==> src/sv/arpc_pkg.sv <==
// Package: shared types and constants of the ARP cache.
`default_nettype none
package arpc_pkg;
  localparam int unsigned CacheEntries = 16;
  localparam int unsigned IdxW = $clog2(CacheEntries);
  localparam int unsigned CntW = $clog2(CacheEntries + 1);

  typedef enum logic [2:0] {
    OP_TICK   = 3'd0,
    OP_LK_IP  = 3'd1,
    OP_LK_MAC = 3'd2,
    OP_INSERT = 3'd3,
    OP_PACKET = 3'd4
  } op_e;

  typedef enum logic [1:0] {
    KIND_ANSWER  = 2'd0,
    KIND_REQUEST = 2'd1,
    KIND_REPLY   = 2'd2,
    KIND_DONE    = 2'd3
  } kind_e;

  localparam logic [1:0] CfgLocalIp = 2'd0;
  localparam logic [1:0] CfgBcastIp = 2'd1;
  localparam logic [1:0] CfgTtlMax  = 2'd2;

  typedef enum logic [2:0] {
    ST_IDLE,
    ST_SCAN,
    ST_EMIT,
    ST_EMIT2,
    ST_DONE
  } state_e;

  typedef struct packed {
    logic        valid;
    logic [31:0] ip;
    logic [47:0] mac;
    logic [7:0]  ttl;
    logic [7:0]  reload;
  } entry_t;

  typedef struct packed {
    logic [1:0]  kind;
    logic        found;
    logic [3:0]  entry_index;
    logic [31:0] ip_out;
    logic [47:0] mac_out;
    logic        last;
  } result_t;

  typedef struct packed {
    logic [2:0]  op;
    logic [31:0] ip_addr;
    logic [47:0] mac_addr;
    logic [7:0]  ttl_value;
    logic        want_request;
    logic [15:0] hw_type;
    logic [15:0] proto_type;
    logic [7:0]  hw_len;
    logic [7:0]  proto_len;
    logic [15:0] arp_opcode;
    logic [31:0] target_ip;
  } item_t;

  // Control from the sequencer to every cell.
  typedef struct packed {
    logic       shift;
    logic       age;
    logic       write;
    logic       refresh;
    logic [7:0] ttl;
    logic [31:0] ip;
    logic [47:0] mac;
  } cell_ctl_t;
endpackage
`default_nettype wire

==> src/sv/arpc_if.sv <==
// Interfaces: valid/ready channels for items and results.
`default_nettype none
interface arpc_in_if;
  logic valid;
  logic ready;
  arpc_pkg::item_t data;
  modport source (output valid, output data, input ready);
  modport sink (input valid, input data, output ready);
endinterface

interface arpc_out_if;
  logic valid;
  logic ready;
  arpc_pkg::result_t data;
  modport source (output valid, output data, input ready);
  modport sink (input valid, input data, output ready);
endinterface
`default_nettype wire

==> src/sv/arpc_cell.sv <==
// Cell: one table slot in the rotating ring of entries.
`default_nettype none
module arpc_cell (
  input  wire logic                clk_i,
  input  wire logic                rst_ni,
  input  wire arpc_pkg::cell_ctl_t ctl_i,
  input  wire logic [31:0]         bcast_ip_i,
  input  wire arpc_pkg::entry_t    prev_i,
  output arpc_pkg::entry_t         ent_o
);
  import arpc_pkg::*;
  logic valid_q, valid_d;
  logic [31:0] ip_q, ip_d;
  logic [47:0] mac_q, mac_d;
  logic [7:0] ttl_q, ttl_d, reload_q, reload_d;
  logic [7:0] dec;

  // Head cell ops apply to prev_i (the entry arriving in this cycle).
  assign dec = prev_i.ttl - 8'd1;

  always_comb begin
    valid_d = valid_q; ip_d = ip_q; mac_d = mac_q;
    ttl_d = ttl_q; reload_d = reload_q;
    if (ctl_i.shift) begin
      valid_d = prev_i.valid; ip_d = prev_i.ip; mac_d = prev_i.mac;
      ttl_d = prev_i.ttl; reload_d = prev_i.reload;
      if (ctl_i.age && prev_i.valid) begin
        ttl_d = dec;
        if (dec == 8'd0) valid_d = 1'b0;
        if (prev_i.ip == bcast_ip_i) ttl_d = prev_i.reload;
      end
      if (ctl_i.refresh) ttl_d = prev_i.reload;
      if (ctl_i.write) begin
        valid_d = 1'b1; ip_d = ctl_i.ip; mac_d = ctl_i.mac;
        ttl_d = ctl_i.ttl; reload_d = ctl_i.ttl;
      end
    end
  end

  always_ff @(posedge clk_i or negedge rst_ni) begin
    if (!rst_ni) begin
      valid_q <= 1'b0;
    end else begin
      valid_q <= valid_d;
    end
  end

  always_ff @(posedge clk_i) begin
    ip_q <= ip_d; mac_q <= mac_d; ttl_q <= ttl_d; reload_q <= reload_d;
  end

  assign ent_o = '{valid: valid_q, ip: ip_q, mac: mac_q, ttl: ttl_q, reload: reload_q};
endmodule
`default_nettype wire

==> src/sv/arp_cache_with_aging.sv <==
// Top level: ARP cache with aging built as a rotating ring of cells.
// Usage:
//   in_if carries one item per handshake (tick, lookup by IP or MAC, insert,
//   ARP packet); out_if returns the result items of that item, the final one
//   marked by last. The user writes registers via cfg_we_i/cfg_idx_i/
//   cfg_data_i only while the block is idle; the block does not enforce it.
// Operation:
//   Every item rotates the 16-slot ring once; an insert with no IP hit but a
//   free slot rotates it twice. One slot passes the head cell per cycle unless
//   a tick request finds the output full. One item is at work at a time.
//   During the walk a tick ages each passing slot and hands out refresh
//   requests as they arise; lookups remember the first hit; insert refreshes
//   the first IP hit or else fills the first free slot on a second walk.
// Reset:
//   All slots are invalid, registers take their reset values.
// Stall:
//   A result waits in the output register; the ring halts while a new result
//   is due and the register is full, so nothing is lost under backpressure.
`default_nettype none
module arp_cache_with_aging (
  input  wire logic        clk_i,
  input  wire logic        rst_ni,
  arpc_in_if.sink          in_if,
  arpc_out_if.source       out_if,
  input  wire logic        cfg_we_i,
  input  wire logic [1:0]  cfg_idx_i,
  input  wire logic [31:0] cfg_data_i
);
  import arpc_pkg::*;

  logic [31:0] local_ip_q, bcast_ip_q;
  logic [7:0]  ttl_max_q;
  state_e state_q, state_d;
  item_t item_q;
  logic [CntW-1:0] cnt_q, cnt_d;       // slots walked
  logic [IdxW-1:0] pos_q, pos_d;       // index of slot at head
  logic pass_q, pass_d;                // 0 search walk, 1 write walk
  logic hit_q, hit_d;
  logic [IdxW-1:0] hit_idx_q, hit_idx_d;
  logic [31:0] hit_ip_q, hit_ip_d;
  logic [47:0] hit_mac_q, hit_mac_d;
  logic free_q, free_d;                // free slot seen on search walk
  logic done_w_q, done_w_d;            // insert write performed
  result_t res_q, res_d;
  logic res_v_q, res_v_d;
  cell_ctl_t ctl, ctl_fwd;
  entry_t ring [CacheEntries];
  entry_t head;
  logic out_free, walking;
  logic pkt_ok, do_ins;
  logic [31:0] ins_ip;
  logic [47:0] ins_mac;
  logic [7:0]  ins_ttl, half, dec;

  assign head = ring[CacheEntries-1];
  assign out_free = !res_v_q || out_if.ready;
  assign half = {1'b0, ttl_max_q[7:1]};
  assign dec = head.ttl - 8'd1;
  assign pkt_ok = item_q.hw_type == 16'd1 && item_q.proto_type == 16'h0800
                  && item_q.hw_len == 8'd6 && item_q.proto_len == 8'd4
                  && (item_q.arp_opcode == 16'd1 || item_q.arp_opcode == 16'd2);
  assign do_ins = item_q.op == OP_INSERT || (item_q.op == OP_PACKET && pkt_ok);
  assign ins_ip = item_q.ip_addr;
  assign ins_mac = item_q.mac_addr;
  assign ins_ttl = item_q.op == OP_INSERT ? item_q.ttl_value : ttl_max_q;

  // Walk step stalls when a tick request must be emitted but output is full.
  logic tick_req;
  assign tick_req = item_q.op == OP_TICK && head.valid && dec <= half;
  assign walking = state_q == ST_SCAN && (!tick_req || out_free);

  // Cell 0 takes the head slot and applies the operation; the others only rotate.
  for (genvar g = 0; g < CacheEntries; g++) begin : g_cell
    if (g == 0) begin : g_head
      arpc_cell u_cell (
        .clk_i, .rst_ni, .ctl_i(ctl), .bcast_ip_i(bcast_ip_q),
        .prev_i(ring[CacheEntries-1]),
        .ent_o(ring[g])
      );
    end else begin : g_body
      arpc_cell u_cell (
        .clk_i, .rst_ni, .ctl_i(ctl_fwd), .bcast_ip_i(bcast_ip_q),
        .prev_i(ring[g-1]),
        .ent_o(ring[g])
      );
    end
  end

  always_comb begin
    ctl = '0;
    ctl.ip = ins_ip; ctl.mac = ins_mac; ctl.ttl = ins_ttl;
    ctl.shift = walking;
    ctl.age = item_q.op == OP_TICK;
    if (do_ins && !pass_q && head.valid && head.ip == ins_ip && !hit_q) ctl.refresh = 1'b1;
    if (do_ins && pass_q && !head.valid && !done_w_q) ctl.write = 1'b1;
  end

  always_comb begin
    ctl_fwd = '0;
    ctl_fwd.shift = walking;
  end

  // Next state.
  always_comb begin
    state_d = state_q;
    case (state_q)
      ST_IDLE: if (in_if.valid) state_d = ST_SCAN;
      ST_SCAN: begin
        if (walking && cnt_q == CntW'(CacheEntries - 1)) begin
          if (do_ins && !pass_q && !hit_q && !(head.valid && head.ip == ins_ip)
              && (free_q || !head.valid))
            state_d = ST_SCAN;
          else if (item_q.op == OP_LK_IP || item_q.op == OP_LK_MAC) state_d = ST_EMIT;
          else if (item_q.op == OP_PACKET && pkt_ok && item_q.arp_opcode == 16'd1
                   && item_q.target_ip == local_ip_q) state_d = ST_EMIT;
          else state_d = ST_DONE;
        end
      end
      ST_EMIT: if (out_free) begin
        if (item_q.op == OP_LK_IP && !hit_q && item_q.want_request) state_d = ST_EMIT2;
        else if (item_q.op == OP_PACKET) state_d = ST_DONE;
        else state_d = ST_IDLE;
      end
      ST_EMIT2: if (out_free) state_d = ST_IDLE;
      ST_DONE: if (out_free) state_d = ST_IDLE;
      default: state_d = ST_IDLE;
    endcase
  end

  // Walk bookkeeping and results.
  always_comb begin
    cnt_d = cnt_q; pos_d = pos_q; pass_d = pass_q; hit_d = hit_q;
    hit_idx_d = hit_idx_q; hit_ip_d = hit_ip_q; hit_mac_d = hit_mac_q;
    free_d = free_q; done_w_d = done_w_q;
    res_d = res_q; res_v_d = res_v_q && !out_if.ready;
    case (state_q)
      ST_IDLE: begin
        cnt_d = '0; pos_d = '0; pass_d = 1'b0; hit_d = 1'b0; free_d = 1'b0;
        done_w_d = 1'b0; hit_idx_d = '0; hit_ip_d = '0; hit_mac_d = '0;
      end
      ST_SCAN: if (walking) begin
        cnt_d = cnt_q + CntW'(1);
        pos_d = pos_q + IdxW'(1);
        if (!head.valid) free_d = 1'b1;
        if (ctl.write) done_w_d = 1'b1;
        if (!hit_q && head.valid && !pass_q &&
            ((item_q.op == OP_LK_MAC && head.mac == item_q.mac_addr) ||
             (item_q.op != OP_LK_MAC && head.ip == item_q.ip_addr))) begin
          hit_d = 1'b1; hit_idx_d = pos_q; hit_ip_d = head.ip; hit_mac_d = head.mac;
        end
        if (tick_req) begin
          res_v_d = 1'b1;
          res_d = '{kind: KIND_REQUEST, found: 1'b0, entry_index: 4'(pos_q),
                    ip_out: head.ip, mac_out: '0, last: 1'b0};
        end
        if (cnt_q == CntW'(CacheEntries - 1) && state_d == ST_SCAN) begin
          cnt_d = '0; pos_d = '0; pass_d = 1'b1;
        end
      end
      ST_EMIT: if (out_free) begin
        res_v_d = 1'b1;
        if (item_q.op == OP_PACKET)
          res_d = '{kind: KIND_REPLY, found: 1'b0, entry_index: '0,
                    ip_out: item_q.ip_addr, mac_out: item_q.mac_addr, last: 1'b0};
        else if (hit_q)
          res_d = '{kind: KIND_ANSWER, found: 1'b1, entry_index: 4'(hit_idx_q),
                    ip_out: hit_ip_q, mac_out: hit_mac_q, last: 1'b1};
        else
          res_d = '{kind: KIND_ANSWER, found: 1'b0, entry_index: '0,
                    ip_out: item_q.op == OP_LK_IP ? item_q.ip_addr : '0, mac_out: '0,
                    last: !(item_q.op == OP_LK_IP && item_q.want_request)};
      end
      ST_EMIT2: if (out_free) begin
        res_v_d = 1'b1;
        res_d = '{kind: KIND_REQUEST, found: 1'b0, entry_index: '0,
                  ip_out: item_q.ip_addr, mac_out: '0, last: 1'b1};
      end
      ST_DONE: if (out_free) begin
        res_v_d = 1'b1;
        res_d = '{kind: KIND_DONE, found: 1'b0, entry_index: '0,
                  ip_out: '0, mac_out: '0, last: 1'b1};
      end
      default: ;
    endcase
  end

  // Items with unknown ops skip straight to done through the walk.
  assign in_if.ready = state_q == ST_IDLE;
  assign out_if.valid = res_v_q;
  assign out_if.data = res_q;

  always_ff @(posedge clk_i or negedge rst_ni) begin
    if (!rst_ni) begin
      state_q <= ST_IDLE; res_v_q <= 1'b0; cnt_q <= '0; pos_q <= '0;
      pass_q <= 1'b0; hit_q <= 1'b0; free_q <= 1'b0; done_w_q <= 1'b0;
      local_ip_q <= '0; bcast_ip_q <= '1; ttl_max_q <= 8'd255;
    end else begin
      state_q <= state_d; res_v_q <= res_v_d; cnt_q <= cnt_d; pos_q <= pos_d;
      pass_q <= pass_d; hit_q <= hit_d; free_q <= free_d; done_w_q <= done_w_d;
      if (cfg_we_i) begin
        case (cfg_idx_i)
          CfgLocalIp: local_ip_q <= cfg_data_i;
          CfgBcastIp: bcast_ip_q <= cfg_data_i;
          CfgTtlMax:  ttl_max_q <= cfg_data_i[7:0];
          default: ;
        endcase
      end
    end
  end

  always_ff @(posedge clk_i) begin
    res_q <= res_d;
    hit_idx_q <= hit_idx_d; hit_ip_q <= hit_ip_d; hit_mac_q <= hit_mac_d;
    if (in_if.valid && in_if.ready) item_q <= in_if.data;
  end

  a_no_accept_busy: assert property (@(posedge clk_i) disable iff (!rst_ni)
    state_q != ST_IDLE |-> !in_if.ready) else $error("accept while busy");
  a_hold_stall: assert property (@(posedge clk_i) disable iff (!rst_ni)
    out_if.valid && !out_if.ready |=> out_if.valid && $stable(out_if.data))
    else $error("result dropped under stall");
  a_walk_bound: assert property (@(posedge clk_i) disable iff (!rst_ni)
    state_q == ST_SCAN |-> cnt_q < CntW'(CacheEntries)) else $error("walk overrun");
endmodule
`default_nettype wire
==> src/flat_wrapper.sv <==
// flat-port wrapper written by rule: the top's interface ports become plain ports
module arp_cache_with_aging_flat import arpc_pkg::*;
  (clk_i, rst_ni, cfg_we_i, cfg_idx_i, cfg_data_i, in_if_valid, in_if_data, in_if_ready, out_if_valid, out_if_data, out_if_ready);
  arpc_in_if in_if_i ();
  arpc_out_if out_if_i ();
  input  wire logic clk_i;
  input  wire logic rst_ni;
  input  wire logic cfg_we_i;
  input  wire logic [1:0] cfg_idx_i;
  input  wire logic [31:0] cfg_data_i;
  input wire logic [$bits(in_if_i.valid)-1:0] in_if_valid;
  input wire logic [$bits(in_if_i.data)-1:0] in_if_data;
  output wire logic [$bits(in_if_i.ready)-1:0] in_if_ready;
  output wire logic [$bits(out_if_i.valid)-1:0] out_if_valid;
  output wire logic [$bits(out_if_i.data)-1:0] out_if_data;
  input wire logic [$bits(out_if_i.ready)-1:0] out_if_ready;
  assign in_if_i.valid = in_if_valid;
  assign in_if_i.data = in_if_data;
  assign in_if_ready = in_if_i.ready;
  assign out_if_valid = out_if_i.valid;
  assign out_if_data = out_if_i.data;
  assign out_if_i.ready = out_if_ready;
  arp_cache_with_aging u_core (.clk_i(clk_i), .rst_ni(rst_ni), .in_if(in_if_i), .out_if(out_if_i), .cfg_we_i(cfg_we_i), .cfg_idx_i(cfg_idx_i), .cfg_data_i(cfg_data_i));
endmodule
==> config.mk <==
export PLATFORM = sky130hd
export DESIGN_NAME = arp_cache_with_aging_flat
export DESIGN_NICKNAME = d
export VERILOG_FILES = /design/src/sv/arpc_pkg.sv /design/src/sv/arpc_if.sv /design/src/sv/arpc_cell.sv /design/src/sv/arp_cache_with_aging.sv /design/src/flat_wrapper.sv
export SDC_FILE = /design/constraint.sdc
export NUM_CORES = 2
export LEC_CHECK = 0
export BUFFER_PORTS_ARGS = -buffer_cell sky130_fd_sc_hd__buf_2
export CAP_MARGIN = 20
export CORE_AREA = 8 8 306 427
export DETAILED_ROUTE_END_ITERATION = 12
export DIE_AREA = 0 0 314 435
export PLACE_DENSITY = 0.74
export SLEW_MARGIN = 20
export SYNTH_ARGS = -nofsm -noshare
export SYNTH_HDL_FRONTEND = slang
export SYNTH_SLANG_ARGS = --single-unit
export TNS_END_PERCENT = 20
==> constraint.sdc <==
create_clock -name clk_i -period 10.35 [get_ports clk_i]
set_input_delay 1.035 -clock clk_i [delete_from_list [all_inputs] [get_ports clk_i]]
set_output_delay 1.035 -clock clk_i [all_outputs]
set_load 0.05 [all_outputs]
# Word-level counts from Yosys, hierarchy flattened
# Index checks and enable logic that the tools add are counted.
dict set report word_totals {
  ram_bits 0
  inputBits 227
  out_inout_bits 90
  register_bits 2001
  latchBits 0
  memories 0
  rom_bits 0
}
dict set report op_classes {
  n_lt_le_gt_ge 1
  muxes 63
  shift 0
  reduce_logical 66
  bitwise 0
  n_eq_ne 32
  add_sub_neg 3
  div 0
  n_mul 0
}
# cell count
set ops {}
lappend ops {{two-way mux 88 bit} 6}
lappend ops {{one-hot mux 88 bit (4 select lines)} 1}
lappend ops {{two-way mux 48 bit} 3}
lappend ops {{two-way mux 32 bit} 4}
lappend ops {{== test 32 bit} 3}
lappend ops {{one-hot mux 48 bit (2 select lines)} 1}
lappend ops {{two-way mux 86 bit} 1}
lappend ops {{one-hot mux 32 bit (2 select lines)} 1}
lappend ops {{== test 48 bit} 1}
lappend ops {{two-way mux 8 bit} 6}
lappend ops {{logical AND 1 bit} 33}
lappend ops {{== test 16 x 1 -> 1 bit (second input constant)} 2}
lappend ops {{two-way mux 3 bit} 9}
lappend ops {{== test 16 x 12 -> 1 bit (second input constant)} 1}
lappend ops {{== test 16 x 2 -> 1 bit (second input constant)} 1}
lappend ops {{== test 8 x 3 -> 1 bit (second input constant)} 2}
lappend ops {{two-way mux 1 bit} 16}
lappend ops {{two-way mux 4 bit} 4}
lappend ops {{one-hot mux 4 bit (2 select lines)} 2}
lappend ops {{== test 3 x 2 -> 1 bit (second input constant)} 4}
lappend ops {{!= test 2 x 1 -> 1 bit (second input constant)} 6}
lappend ops {{one-hot mux 3 bit (4 select lines)} 1}
lappend ops {{AND reduction 3 bit} 4}
lappend ops {{two-way mux 5 bit} 2}
lappend ops {{24 further kinds} 51}

# Logic depth before layout (Yosys ltp)
dict set report logic_depth {
  depth_word 19
  depth_mapped 16
}

# Cells and area by module
# Synthesis repeated with hierarchy kept, for this count alone.
dict set report unflattened {
  cells_unflattened 6600
  hier_area_um2 97410.9
}
# module instances cells_each area_each_um2 seq_area_each_um2
set by_module_without_submodules {}
lappend by_module_without_submodules {arpc_cell 16 343 4961.0 2907.8}
lappend by_module_without_submodules {arp_cache_with_aging 1 1112 18034.8 13087.6}

# Least setup slack after synthesis
# OpenSTA, ideal clock, no wires.
dict set report synth_timing {
  path_type {reg2reg}
  startpoint {register u_core.g_cell[15].g_body.u_cell.ttl_q[2]}
  endpoint {register u_core.cnt_q[2]}
  setup_time_ns 0.113
  synth_period_minus_slack_ns 10.511
  t_required_ns 10.237
  setup_slack_ns -0.161
  stages_incl_launch_ff 15
  arrival_ns 10.398
  cell_sequence {edfxtp_1 > buf_6 > or4_4 > nor2_1 > xor2_1 > ha_1 > nand3_1 > nor2_1 > a21oi_1 > a211o_4 > nand2_8 > inv_6 > buf_6 > a31oi_1 > o221ai_2}
}
dict set report synth_between {
  elab_chain_cells 14
  word_cells_on_any_way 16
  classes_between {add/sub (1); order compare (1); eq/ne (2); mux (5); reduce/logical (7)}
}
# element line
set synth_rtl {}
lappend synth_rtl {{from (decl)} arpc_cell.sv:15} ;# logic [7:0] ttl_q, ttl_d, reload_q, reload_d;
lappend synth_rtl {{from (signal assigned)} arpc_cell.sv:49} ;# ip_q <= ip_d; mac_q <= mac_d; ttl_q <= ttl_d; reload_q <= reload_d;
lappend synth_rtl {{subtractor 8 x 1 -> 8 bit (*)} arp_cache_with_aging.sv:58} ;# assign dec = head.ttl - 8'd1;
lappend synth_rtl {{<= comparator 8 x 7 -> 1 bit (*)} arp_cache_with_aging.sv:69} ;# assign tick_req = item_q.op == OP_TICK && head.valid && dec <= half;
lappend synth_rtl {{logical AND 1 bit (*)} arp_cache_with_aging.sv:69}
lappend synth_rtl {{zero test 1 bit (*)} arp_cache_with_aging.sv:70} ;# assign walking = state_q == ST_SCAN && (!tick_req || out_free);
lappend synth_rtl {{logical OR 1 bit (*)} arp_cache_with_aging.sv:70}
lappend synth_rtl {{logical AND 1 bit (*)} arp_cache_with_aging.sv:70}
lappend synth_rtl {{logical AND 1 bit} arp_cache_with_aging.sv:109} ;# if (walking && cnt_q == CntW'(CacheEntries - 1)) begin
lappend synth_rtl {{two-way mux 3 bit} arp_cache_with_aging.sv:109}
lappend synth_rtl {{one-hot mux 3 bit (4 select lines)} arp_cache_with_aging.sv:106} ;# case (state_q)
lappend synth_rtl {{== test 3 x 1 -> 1 bit} arp_cache_with_aging.sv:156} ;# if (cnt_q == CntW'(CacheEntries - 1) && state_d == ST_SCAN) begin
lappend synth_rtl {{logical AND 1 bit} arp_cache_with_aging.sv:156}
lappend synth_rtl {{two-way mux 5 bit} arp_cache_with_aging.sv:156}
lappend synth_rtl {{two-way mux 5 bit} arp_cache_with_aging.sv:141} ;# ST_SCAN: if (walking) begin
lappend synth_rtl {{one-hot mux 5 bit (2 select lines)} arp_cache_with_aging.sv:136} ;# case (state_q)
lappend synth_rtl {{to (signal assigned)} arp_cache_with_aging.sv:198} ;# state_q <= state_d; res_v_q <= res_v_d; cnt_q <= cnt_d; pos_q <= pos_d;
lappend synth_rtl {{to (decl)} arp_cache_with_aging.sv:35} ;# logic [CntW-1:0] cnt_q, cnt_d;
# Every way passes the cells marked *; elsewhere a longest branch is shown, timed or not. The select of a mux whose other input is x is not followed.
# A chain may end at the register's enable or synchronous reset.

# Final worst setup path
dict set report layout_timing {
  startpoint {register u_core.g_cell[15].g_body.u_cell.ttl_q[0]}
  endpoint {register u_core.g_cell[1].g_body.u_cell.mac_q[25] (enable)}
}
dict set report layout_between {
  elab_chain_cells 6
}
# element line
set layout_rtl {}
lappend layout_rtl {{subtractor 8 x 1 -> 8 bit} arp_cache_with_aging.sv:58}
lappend layout_rtl {{<= comparator 8 x 7 -> 1 bit} arp_cache_with_aging.sv:69}
lappend layout_rtl {{logical AND 1 bit} arp_cache_with_aging.sv:69}
lappend layout_rtl {{zero test 1 bit} arp_cache_with_aging.sv:70}
lappend layout_rtl {{logical OR 1 bit} arp_cache_with_aging.sv:70}
lappend layout_rtl {{logical AND 1 bit} arp_cache_with_aging.sv:70}
lappend layout_rtl {{to (signal assigned)} arpc_cell.sv:49}
lappend layout_rtl {{to (decl)} arpc_cell.sv:14} ;# logic [47:0] mac_q, mac_d;
# Every way passes these cells.

==> impl_metrics.json <==
{
  "synthesis.nets": 3303,
  "first_pass_grt_wire_length_um": 187000,
  "post-route-cell-area_sq_um": 76000,
  "setup-violations-final": 0,
  "insertion_delay_ns": 0.79,
  "dominantRegCellSynth": "sky130_fd_sc_hd__edfxtp_1",
  "die_w_um": 314,
  "postCtsSetupBuffers": 0,
  "floorplan.initialDensity_pct": 53.7,
  "track_usage_pct": 18.5,
  "overflow": 0,
  "routed_wirelength_um": 129000,
  "summed_instance_area_of_the_synthesized_netlist_sq_um": 66600,
  "vdd_drop_max_mv": 0.343,
  "core_area_sq_um": 124000,
  "grt_antenna_before_repair": 16,
  "period_share_pct": 52.2,
  "firstDrtPassIters": 8,
  "dr.first_iter.drc_count": 3186,
  "synth_edf_count": 1896,
  "worst_path_most_repeated_cell": "sky130_fd_sc_hd__a21oi_1",
  "fp.dieH_um": 435,
  "cts_made_buffers": 173,
  "cp-start-kind": "register",
  "clk_pin_slew_worst_paths_ns": 0.06,
  "grt_util_met3_pct": 3.59,
  "worst_path_max_delay_cell": "sky130_fd_sc_hd__buf_4",
  "buffer_ports.inserted": 316,
  "cts_tree": "done",
  "grt_pass1_vias": 28566,
  "core.rowCount": 153,
  "power-per-cell-area_nw_per_um2": 336,
  "timing.critical_path.cells": "or2_2 -> nor4_1 -> xnor2_1 -> inv_1 -> ha_1 -> a21o_1 -> a21oi_1 -> a21oi_1 -> a211o_4 -> nand2_8 -> clkinv_16 -> buf_12 -> buf_4",
  "relative_slew_margins_pct": 21.9,
  "place.gp.congestion": 0.841,
  "achievable-frequency_mhz": 185,
  "postCtsHoldBufs": 0,
  "hold_path_class": "in2async",
  "syn_inst": 3064,
  "clock_tree.buffer_depth": 3,
  "reg2reg_to": "u_core.g_cell[1].g_body.u_cell.mac_q[25]",
  "final_max_slew_viol_count": 0,
  "synth-warning-count": 0,
  "rsz0062_at_grt": "no",
  "seq_area_frac_synth_pct": 89.6,
  "layout-area-overhead-vs-synth_pct": 14.2,
  "clock_sinks": 2001,
  "skew_ns": 0.0257,
  "share_of_async_settable_or_async_resettable_flops_after_synthesis_pct": 5.25,
  "drc_errors": 0,
  "reg2regPathDepth": 13,
  "grt_use_met1_pct": 25.8,
  "syn_area_per_cell_sq_um": 21.7,
  "fin_ws_ns": 4.94,
  "place_worst_setup_slack_ns": 4.98,
  "postPlaceCellArea_sq_um": 70300,
  "routed_via_density": 5.50,
  "finish.net_count": 3762,
  "max_stage_delay_ns": 0.89,
  "synth.ff_latch_count": 2001,
  "clock_tree.root_cell": "sky130_fd_sc_hd__clkbuf_16",
  "htree_num_levels": 4,
  "gr-usage-met2_pct": 28.7,
  "regToRegSetupSlack_ns": 4.94,
  "cts_resized": 0,
  "maxCapViolCount": 0,
  "grt_busiest_layer": "met2",
  "timing_worst_slew_pin_value_ns": 1.17,
  "fin_crit_ns": 5.41,
  "r2r-start": "u_core.g_cell[15].g_body.u_cell.ttl_q[0]",
  "routedWlPerCell_um": 24.2,
  "critical_path.max_fanout": 350,
  "num_io_pins": 317,
  "final.setup.tns_ns": 0,
  "via_count": 29159,
  "grt_max_degree": 351,
  "worst-endpoint-arrival_ns": 5.80,
  "ant_nets": 0,
  "post_route_cells_drive_above_1_share_pct": 20.5,
  "n_fill_cell": 8258,
  "p_leak_uw": 0.0271,
  "die_area_sq_um": 137000,
  "synth.distinct_cells": 62,
  "timing_hold_violations_final": 0,
  "worst-setup-path-type": "reg2reg",
  "run_status": "complete, no violations",
  "worst-endpoint-required_ns": 10.75,
  "timing.critical_path.to_type": "register",
  "dp.final_hpwl_um": 77300
}
[kinds of logic after synthesis]
group | Yosys count | share of synthesized area, %
flops | 2001 | 89.6
simple gates | 513 | 3.76
compound gates | 167 | 2.09
xor+xnor | 151 | 1.99
buf+inv | 127 | 0.769
mux | 93 | 1.61
fa+ha+maj | 12 | 0.226
[sequential cells by signal, summed over array words and instances, names as in the netlist, 4 cells and up]
register / flops
u_core.bcast_ip_q: 32
u_core.cnt_q: 5
u_core.g_cell.g_body.u_cell.ip_q: 480
u_core.g_cell.g_body.u_cell.mac_q: 720
u_core.g_cell.g_body.u_cell.reload_q: 120
u_core.g_cell.g_body.u_cell.ttl_q: 120
u_core.g_cell.g_body.u_cell.valid_q: 15
u_core.g_cell.g_head.u_cell.ip_q: 32
u_core.g_cell.g_head.u_cell.mac_q: 48
u_core.g_cell.g_head.u_cell.reload_q: 8
u_core.g_cell.g_head.u_cell.ttl_q: 8
u_core.hit_idx_q: 4
u_core.hit_ip_q: 32
u_core.hit_mac_q: 48
u_core.ins_ip: 32
u_core.ins_mac: 48
u_core.item_q: 108
u_core.local_ip_q: 32
u_core.out_if.data: 88
u_core.pos_q: 4
u_core.ttl_max_q: 8
[per-layer routing]
metal	part of all wire, %	vias to the layer above
li1	-	12799
met1	41	14869
met2	48	1272
met3	7.2	217
met4	3.9	2
met5	0.010	-
[cell usage after synthesis (all sizes together), types with 2 or more instances]
cell type  count  area [sq um]
nand2b         4          25.0
nand3b         4          30.0
nor3b          5          37.5
mux2i          7          70.1
or3            5          31.3
o21ai         16          80.1
or2            4          25.0
nand3         15          75.1
or4            2          18.8
a21oi         17          96.4
nor4b          5          43.8
a21o           4          30.0
nor2b          7          43.8
o21a           2          15.0
nand4         44           275
o31ai          3          22.5
nor2          29           109
xor2          24           210
nor3          10          50.1
nand2        267          1020
ha            12           150
mux2          86          1000
a21boi         3          22.5
clkbuf        60           225
dfstp         40          1050
nor4          26           178
xnor2        127          1110
o211ai         2          20.0
and2          84           526
edfxtp      1896         56900
o221ai         9           104
o22ai          3          18.8
a32o           2          20.0
a222oi        32           320
buf            8          60.1
a31oi         12          75.1
dfrtp         65          1630
inv           59           226
a22o          53           464
[power breakdown]
part | total (uW) | switching, uW | leakage (uW) | internal [uW]
Sequential | 15900 | 1450 | 0.0202 | 14400
Clock | 6470 | 2810 | 0.00276 | 3660
Combinational | 3230 | 2400 | 0.00414 | 833
[stage by stage]
| step | util (%) | cells | hold slack, ns | total power [uW] |
|---|---|---|---|---|
| after global placement | 56.8 | 4974 | 0.400 | 19000 |
| after global routing | 61.4 | 5299 | 0.376 | 26600 |
| final | 61.4 | 5302 | 0.359 | 25600 |
| after CTS | 61.3 | 5294 | 0.347 | 25800 |
| after floorplan | - | 3064 | 0.400 | 18100 |
| after detailed placement | 56.8 | 4974 | 0.405 | 19100 |
[worst max-delay path, delay by kind of cell (launching register included)]
| family | cells | cell delay (ns) |
|---|---|---|
| AND/OR/NAND/NOR | 3 | 0.74 |
| buffers and inverters | 4 | 2.18 |
| adder cells (fa/ha/maj) | 1 | 0.30 |
| XOR/XNOR | 1 | 0.19 |
| AO/OA/AOI/OAI | 4 | 0.69 |
| flip-flops | 1 | 0.50 |
[layout make-up]
| type | instances | area [sq um] | area share, % |
|---|---|---|---|
| antenna | 7 | 17.5 | 0.0230 |
| clock buffer | 234 | 4690 | 6.17 |
| clock inverter | 86 | 997 | 1.31 |
| inverter | 59 | 248 | 0.326 |
| multi-input combinational | 936 | 6500 | 8.55 |
| sequential | 2001 | 59600 | 78.4 |
| tap | 1627 | 2040 | 2.68 |
| timing repair buffer | 352 | 1920 | 2.53 |
[cells in the final DEF, fill, tap and decap left out, drive strengths merged, types with 54 or more instances in the layout]
cell	count
and2	84
buf	352
clkbuf	234
clkinv	54
dfrtp	65
edfxtp	1896
inv	67
mux2	86
nand2	267
xnor2	127
[worst max-delay path by stage]
| stage | startpoint | end | slack [ns] | depth (start not counted) |
|---|---|---|---|---|
| 6_report | u_core.g_cell[15].g_body.u_cell.ttl_q[0] | u_core.g_cell[1].g_body.u_cell.mac_q[25] | 4.94 | 13 |
| 5_1_grt | u_core.g_cell[15].g_body.u_cell.ttl_q[0] | u_core.g_cell[13].g_body.u_cell.ip_q[4] | 4.62 | 13 |
| 4_1_cts | u_core.g_cell[15].g_body.u_cell.ttl_q[0] | u_core.g_cell[12].g_body.u_cell.ip_q[25] | 4.98 | 13 |
| 3_5_place_dp | u_core.g_cell[15].g_body.u_cell.ttl_q[0] | u_core.g_cell[13].g_body.u_cell.ip_q[25] | 4.98 | 13 |
| 3_3_place_gp | u_core.g_cell[15].g_body.u_cell.ttl_q[0] | u_core.g_cell[12].g_body.u_cell.ip_q[19] | 5.00 | 13 |
| 2_1_floorplan | u_core.g_cell[15].g_body.u_cell.ttl_q[2] | u_core.cnt_q[2] | 0.99 | 14 |
Note: power is estimated with default switching activity, not from simulation.
